===== config.mk =====
export PLATFORM = sky130hd
export DESIGN_NAME = imrsz_ctrl
export DESIGN_NICKNAME = d
export VERILOG_FILES = /design/src/rtl/imrsz_pkg.sv /design/src/rtl/imrsz_ctrl.sv
export VERILOG_INCLUDE_DIRS = /design/src /design/src/rtl
export SDC_FILE = /design/constraint.sdc
export NUM_CORES = 1
export LEC_CHECK = 0
export BUFFER_PORTS_ARGS = -buffer_cell sky130_fd_sc_hd__buf_2
export CAP_MARGIN = 30
export CORE_AREA = 2 2 39 41
export CTS_CLUSTER_SIZE = 14
export DETAILED_ROUTE_END_ITERATION = 16
export DIE_AREA = 0 0 41 43
export GPL_TIMING_DRIVEN = 0
export HOLD_SLACK_MARGIN = 0.08
export SLEW_MARGIN = 0
export SYNTH_ARGS = -nofsm -noshare
export SYNTH_HDL_FRONTEND = slang
export SYNTH_SLANG_ARGS = --single-unit

===== constraint.sdc =====
create_clock -name clk -period 1.59 [get_ports clk]
set_input_delay 0.0795 -clock clk [delete_from_list [all_inputs] [get_ports clk]]
set_output_delay 0.0795 -clock clk [all_outputs]
set_load 0.02 [all_outputs]

===== src/rtl/assert_macros.svh =====
// Assertion helpers shared by the RTL files.
`ifndef ASSERT_MACROS_SVH
`define ASSERT_MACROS_SVH

// Checked on every rising clock edge, off while reset is asserted.
`define CHK_ASSERT(lbl, clk, rst_n, prop, msg) \
	lbl: assert property (@(posedge clk) disable iff (!rst_n) prop) else $error(msg);

`endif


===== src/rtl/imrsz_pkg.sv =====
// ----------------------------------------------------------------------------
// imrsz_pkg
// Types and constants shared by the resize controller, the datapath and the
// top level.
// ----------------------------------------------------------------------------
package imrsz_pkg;

	localparam int SIZE_W  = 9;   // source height / width register
	localparam int SCALE_W = 24;  // Q8.16 scale
	localparam int T_W     = 37;  // (2*index+1)*scale
	localparam int FRAC_W  = 17;  // Q0.17 fraction
	localparam int WT_W    = 36;  // product of two axis weights
	localparam int PROD_W  = 52;  // weight times sample
	localparam int ACC_W   = 54;  // sum of four products
	localparam int SMP_W   = 16;
	localparam int CFG_AW  = 3;
	localparam int CFG_DW  = 24;

	localparam logic [T_W-1:0]    HALF_Q17 = T_W'(65536);
	localparam logic [FRAC_W:0]   ONE_Q17  = 18'h20000;
	localparam logic [ACC_W:0]    RND_Q34  = (ACC_W+1)'(64'h2_0000_0000);

	// request codes
	localparam logic REQ_WRITE = 1'b0;
	localparam logic REQ_READ  = 1'b1;

	// interpolation modes
	localparam logic MODE_NEAREST  = 1'b0;
	localparam logic MODE_BILINEAR = 1'b1;

	// register indexes
	localparam logic [CFG_AW-1:0] CFG_SRC_H = 3'd0;
	localparam logic [CFG_AW-1:0] CFG_SRC_W = 3'd1;
	localparam logic [CFG_AW-1:0] CFG_TGT_H = 3'd2;
	localparam logic [CFG_AW-1:0] CFG_TGT_W = 3'd3;
	localparam logic [CFG_AW-1:0] CFG_MODE  = 3'd4;
	localparam logic [CFG_AW-1:0] CFG_RSCL  = 3'd5;
	localparam logic [CFG_AW-1:0] CFG_CSCL  = 3'd6;

	typedef enum logic [3:0] {
		S_IDLE, S_MAP, S_AXIS, S_RD0, S_RD1, S_RD2, S_RD3, S_DR1, S_DR2, S_DONE
	} state_t;

	typedef struct packed {
		logic [SIZE_W-1:0]  src_h;
		logic [SIZE_W-1:0]  src_w;
		logic               mode;
		logic [SCALE_W-1:0] row_scale;
		logic [SCALE_W-1:0] col_scale;
	} cfg_t;

	// controller -> datapath
	typedef struct packed {
		logic       capture;   // input beat taken
		logic       map;       // form T on both axes
		logic       axis;      // neighbours and fractions, clear accumulator
		logic       rd;        // read one neighbour
		logic [1:0] rd_sel;    // {row neighbour, column neighbour}
		logic       out_load;  // move result into output register
	} cmd_t;

	// datapath -> controller
	typedef struct packed {
		logic req_read;
	} stat_t;

	typedef struct packed {
		logic [SIZE_W-1:0] i0;
		logic [SIZE_W-1:0] i1;
		logic [FRAC_W-1:0] f;
	} axis_t;

	function automatic logic [SIZE_W-1:0] clamp_idx(logic [20:0] v, logic [SIZE_W-1:0] size);
		logic [SIZE_W-1:0] r;
		if (v >= 21'(size)) r = size - SIZE_W'(1);
		else r = v[SIZE_W-1:0];
		return r;
	endfunction

	// Neighbour indices and fraction along one axis.
	function automatic axis_t axis_map(logic [T_W-1:0] t, logic [SIZE_W-1:0] size,
			logic bil);
		logic [T_W-1:0] s;
		axis_t a;
		s = t - HALF_Q17;
		if (bil == MODE_NEAREST) begin
			a.i0 = clamp_idx({1'b0, t[T_W-1:17]}, size);
			a.i1 = a.i0;
			a.f  = '0;
		end else if (t >= HALF_Q17) begin
			a.f  = s[FRAC_W-1:0];
			a.i0 = clamp_idx({1'b0, s[T_W-1:17]}, size);
			a.i1 = clamp_idx({1'b0, s[T_W-1:17]} + 21'd1, size);
		end else begin
			// floor is -1, both neighbours sit on index 0
			a.f  = t[FRAC_W-1:0] + HALF_Q17[FRAC_W-1:0];
			a.i0 = '0;
			a.i1 = '0;
		end
		return a;
	endfunction

endpackage


===== src/rtl/imrsz_ctrl.sv =====
// ----------------------------------------------------------------------------
// imrsz_ctrl
// Sequencer for one item: map, neighbour reads, drain of the MAC pipe, and
// the output register handshake.
// ----------------------------------------------------------------------------
`include "assert_macros.svh"

module imrsz_ctrl (
	input  logic              clk,
	input  logic              arst_n,
	input  logic              in_valid,
	output logic              in_ready,
	output logic              out_valid,
	input  logic              out_ready,
	input  imrsz_pkg::stat_t  stat,
	output imrsz_pkg::cmd_t   cmd
);
	import imrsz_pkg::*;

	state_t state_q, state_nx;
	logic   out_valid_q;
	logic   slot_free;

	assign slot_free = !out_valid_q || out_ready;

	// state register
	always_ff @(posedge clk or negedge arst_n) begin
		if (!arst_n) state_q <= S_IDLE;
		else state_q <= state_nx;
	end

	// next state
	always_comb begin
		state_nx = state_q;
		case (state_q)
			S_IDLE: if (in_valid && stat.req_read) state_nx = S_MAP;
			S_MAP:  state_nx = S_AXIS;
			S_AXIS: state_nx = S_RD0;
			S_RD0:  state_nx = S_RD1;
			S_RD1:  state_nx = S_RD2;
			S_RD2:  state_nx = S_RD3;
			S_RD3:  state_nx = S_DR1;
			S_DR1:  state_nx = S_DR2;
			S_DR2:  state_nx = S_DONE;
			S_DONE: if (slot_free) state_nx = S_IDLE;
			default: state_nx = S_IDLE;
		endcase
	end

	// outputs
	always_comb begin
		cmd      = '0;
		in_ready = 1'b0;
		case (state_q)
			S_IDLE: begin
				in_ready    = 1'b1;
				cmd.capture = in_valid;
			end
			S_MAP:  cmd.map = 1'b1;
			S_AXIS: cmd.axis = 1'b1;
			S_RD0: begin
				cmd.rd = 1'b1; cmd.rd_sel = 2'd0;
			end
			S_RD1: begin
				cmd.rd = 1'b1; cmd.rd_sel = 2'd1;
			end
			S_RD2: begin
				cmd.rd = 1'b1; cmd.rd_sel = 2'd2;
			end
			S_RD3: begin
				cmd.rd = 1'b1; cmd.rd_sel = 2'd3;
			end
			S_DONE: cmd.out_load = slot_free;
			default: cmd = '0;
		endcase
	end

	// output beat valid
	always_ff @(posedge clk or negedge arst_n) begin
		if (!arst_n) out_valid_q <= 1'b0;
		else if (cmd.out_load) out_valid_q <= 1'b1;
		else if (out_ready) out_valid_q <= 1'b0;
	end

	assign out_valid = out_valid_q;

	`CHK_ASSERT(a_load_free, clk, arst_n, cmd.out_load |-> (!out_valid_q || out_ready), "result overwrote a pending beat")
	`CHK_ASSERT(a_read_start, clk, arst_n, (in_valid && in_ready && stat.req_read) |=> (state_q == S_MAP), "read beat did not start the sequence")
	`CHK_ASSERT(a_rose_done, clk, arst_n, $rose(out_valid_q) |-> ($past(state_q) == S_DONE), "result appeared outside the done step")

endmodule


==> impl_metrics.tcl <==
set metrics [dict create \
    grt_pass1_wl_um 1120 \
    outcome "finished, final reports clean" \
    synth_area_leaders "dfrtp_1 42%, nor2_1 8.8%, nor4b_1 5.8%" \
    layout_commonest_cell "buf_2" \
    seq_area_frac_synth 0.417 \
    dp_hpwl_um 470 \
    seq_area_um2 125 \
    whs_ns 0.116 \
    syn_inst 33 \
    routed-via-count 296 \
    routabilityCongestion 0.665 \
    p_sw_mw 0.475 \
    crit_chain "buf_2 > nor4_2 > and2_1 > buf_2" \
    synth_top_area_share 0.417 \
    path_class "flip-flop to output pin" \
    synth.net_count 38 \
    wl_um 648 \
    ys_types 18 \
    die-area_um2 1760 \
    max_freq_mhz 701 \
    syn_to_final_growth_pct 40.4 \
    grt_max_degree 11 \
    antenna_found_initial 0 \
    clk_pin_slew_ns 0.05 \
    ioPinCount 14 \
    row_count 14 \
    synth_top_area_cell "dfrtp_1" \
    ys_ff_latch 5 \
    grt_pass1_vias 282 \
    slowest_stage "dfrtp_1" \
    p_per_area_nw_per_um2 2350 \
    cts_tree "built" \
    io_buffer_count 13 \
    antennaDiodeCount 0 \
    drtIter0Drc 4 \
    clockRootBuffer "clkbuf_4" \
    tightest_slew_ns 0.230 \
    slowest_delay_ns 0.35 \
    nNetsFinal 57 \
    drive_gt1_frac 0.431 \
    peakVddDrop_v 0.000729 \
    critPathMostFrequentCell "buf_2" \
    drv_cap 0 \
    syn_area_um2 300 \
    slew_violations 0 \
    fp.coreArea_um2 1380 \
    finalSetupTns_ns 0 \
    final_cell_mix "14 x buf_2, 7 x nor2_1, 5 x dfrtp_1, 4 x clkbuf_4, 4 x nand2_1" \
    cts_buffer_depth 2 \
    cts.sink_count 5 \
    combPwrFrac 0.593 \
    arrival_ns 1.35 \
    ant_nets 0 \
    track_usage 0.101 \
    hold_path.class "input pin to flip-flop" \
    finClkSkew_ns 0.00326 \
    critPathLaunchType "flip-flop" \
    setup_slack_ns 0.164 \
    cts_setup_buffers 0 \
    rsz0062_at_grt "false" \
    overflow 0 \
    endpoint_kind "output pin" \
    seq_power_share 0.251 \
    setup_violations 0 \
    path_max_fanout 9 \
    pwr-share-clk 0.156 \
    post-route-period-util 0.897 \
    multiInputGateArea_um2 163 \
    power_leakage_nw 0.218 \
    yosys_warnings 0 \
    die_y_um 43 \
    htree_levels 1 \
    intPower_mw 0.517 \
    crit_required_ns 1.51 \
    vias_per_cell 4.42 \
    critPathTopFamily "simple AND/OR/NAND/NOR gates" \
    fin_crit_ns 1.43 \
    dieWidth_um 41 \
    drc_errors 0 \
    pre_cts_slack_ns 0.407 \
    hold_violations 0 \
    drt_first_pass_iters 3 \
    worst-path-buf-inv 2 \
    insertion_delay_ns 0.25 \
    cts.repair.resized 0 \
    initial_core_util 0.217 \
    slew_headroom 0.845 \
    sw_frac_of_total 0.479 \
    fillCellCount 155 \
    wl_per_cell_um 9.67 \
    synth_area_per_cell_um2 9.10 \
    numCtsBuffers 3 \
]
flip-flops by register name, indices dropped and copies added (netlist names):
name,cells
state_q,4
out_valid,1
worst reg2reg max path: stages, from the launching register on:
cell and delay, ns:
dfrtp_1 0.45, nor2_2 0.21, mux2_4 0.32, a21oi_2 0.09
Yosys cell counts:
library cell / number
a21oi_2: 1
clkbuf_4: 1
buf_2: 1
nand2_1: 4
mux2_4: 1
nor2_1: 7
nor2_2: 1
nand2b_1: 2
nand3_1: 1
dfrtp_1: 5
a21oi_1: 1
xnor2_1: 1
and2_1: 1
nor4b_1: 2
nor4_2: 1
a31o_1: 1
nor2b_1: 1
xor2_1: 1
repair_timing:
item / in CTS / in global routing
hold buffers: 1 / 0
endpoints found under the hold margin: 5 / 0
setup endpoints to repair: 0 / 0
worst paths after layout:
check | from | to | slack, ns | depth (start not counted)
setup / recovery | state_q[0] | cmd[6] | 0.16 | 4
setup reg to reg | state_q[1] | state_q[0] | 0.46 | 3
max in group asynchronous | arst_n | state_q[2] | 1.28 | 2
min in group asynchronous | arst_n | state_q[3] | 0.17 | 2
hold reg to reg | out_valid | out_valid | 0.52 | 2
hold / removal | out_ready | state_q[0] | 0.12 | 4
power groups by stage:
stage               Sequential (mW)  Combinational, mW  Clock [mW]
finish                        0.249              0.588       0.155
detailed placement            0.250              0.594           0
CTS                           0.249              0.598       0.159
global route                  0.261              0.655       0.164
global placement              0.249              0.592           0
floorplan                     0.243              0.445           0
final cells by class:
class                           instances  share of cell area
Multi-Input combinational cell         26               0.386
Sequential cell                         5               0.297
Buffer                                  2              0.0297
Clock buffer                            4              0.0623
Timing Repair Buffer                   14               0.178
Tap cell                               16              0.0475
cells by family after synthesis:
| kind of cell | Yosys count | synth area share |
|---|---|---|
| multiplexers | 1 | 0.0500 |
| buffers and inverters | 2 | 0.0417 |
| XOR/XNOR | 2 | 0.0583 |
| AND/OR/NAND/NOR | 20 | 0.358 |
| flip-flops | 5 | 0.417 |
| AO/OA/AOI/OAI | 3 | 0.0750 |
metrics by stage:
step                cell area (um2)  cells  power [mW]  utilization
CTS                             422     67        1.01        0.305
global placement                385     62       0.841        0.278
floorplan                       300     33       0.688            -
finish                          422     67       0.992        0.305
detailed placement              385     62       0.844        0.278
global route                    422     67        1.08        0.305
routing by layer:
layer,vias to the layer above,part of all wire,global-route usage
li1,144,-,-
met5,-,0,0
met4,0,0.045,0.120
met1,140,0.41,0.114
met2,8,0.47,0.128
met3,4,0.071,0.0314
(Power assumes the default switching activity.)
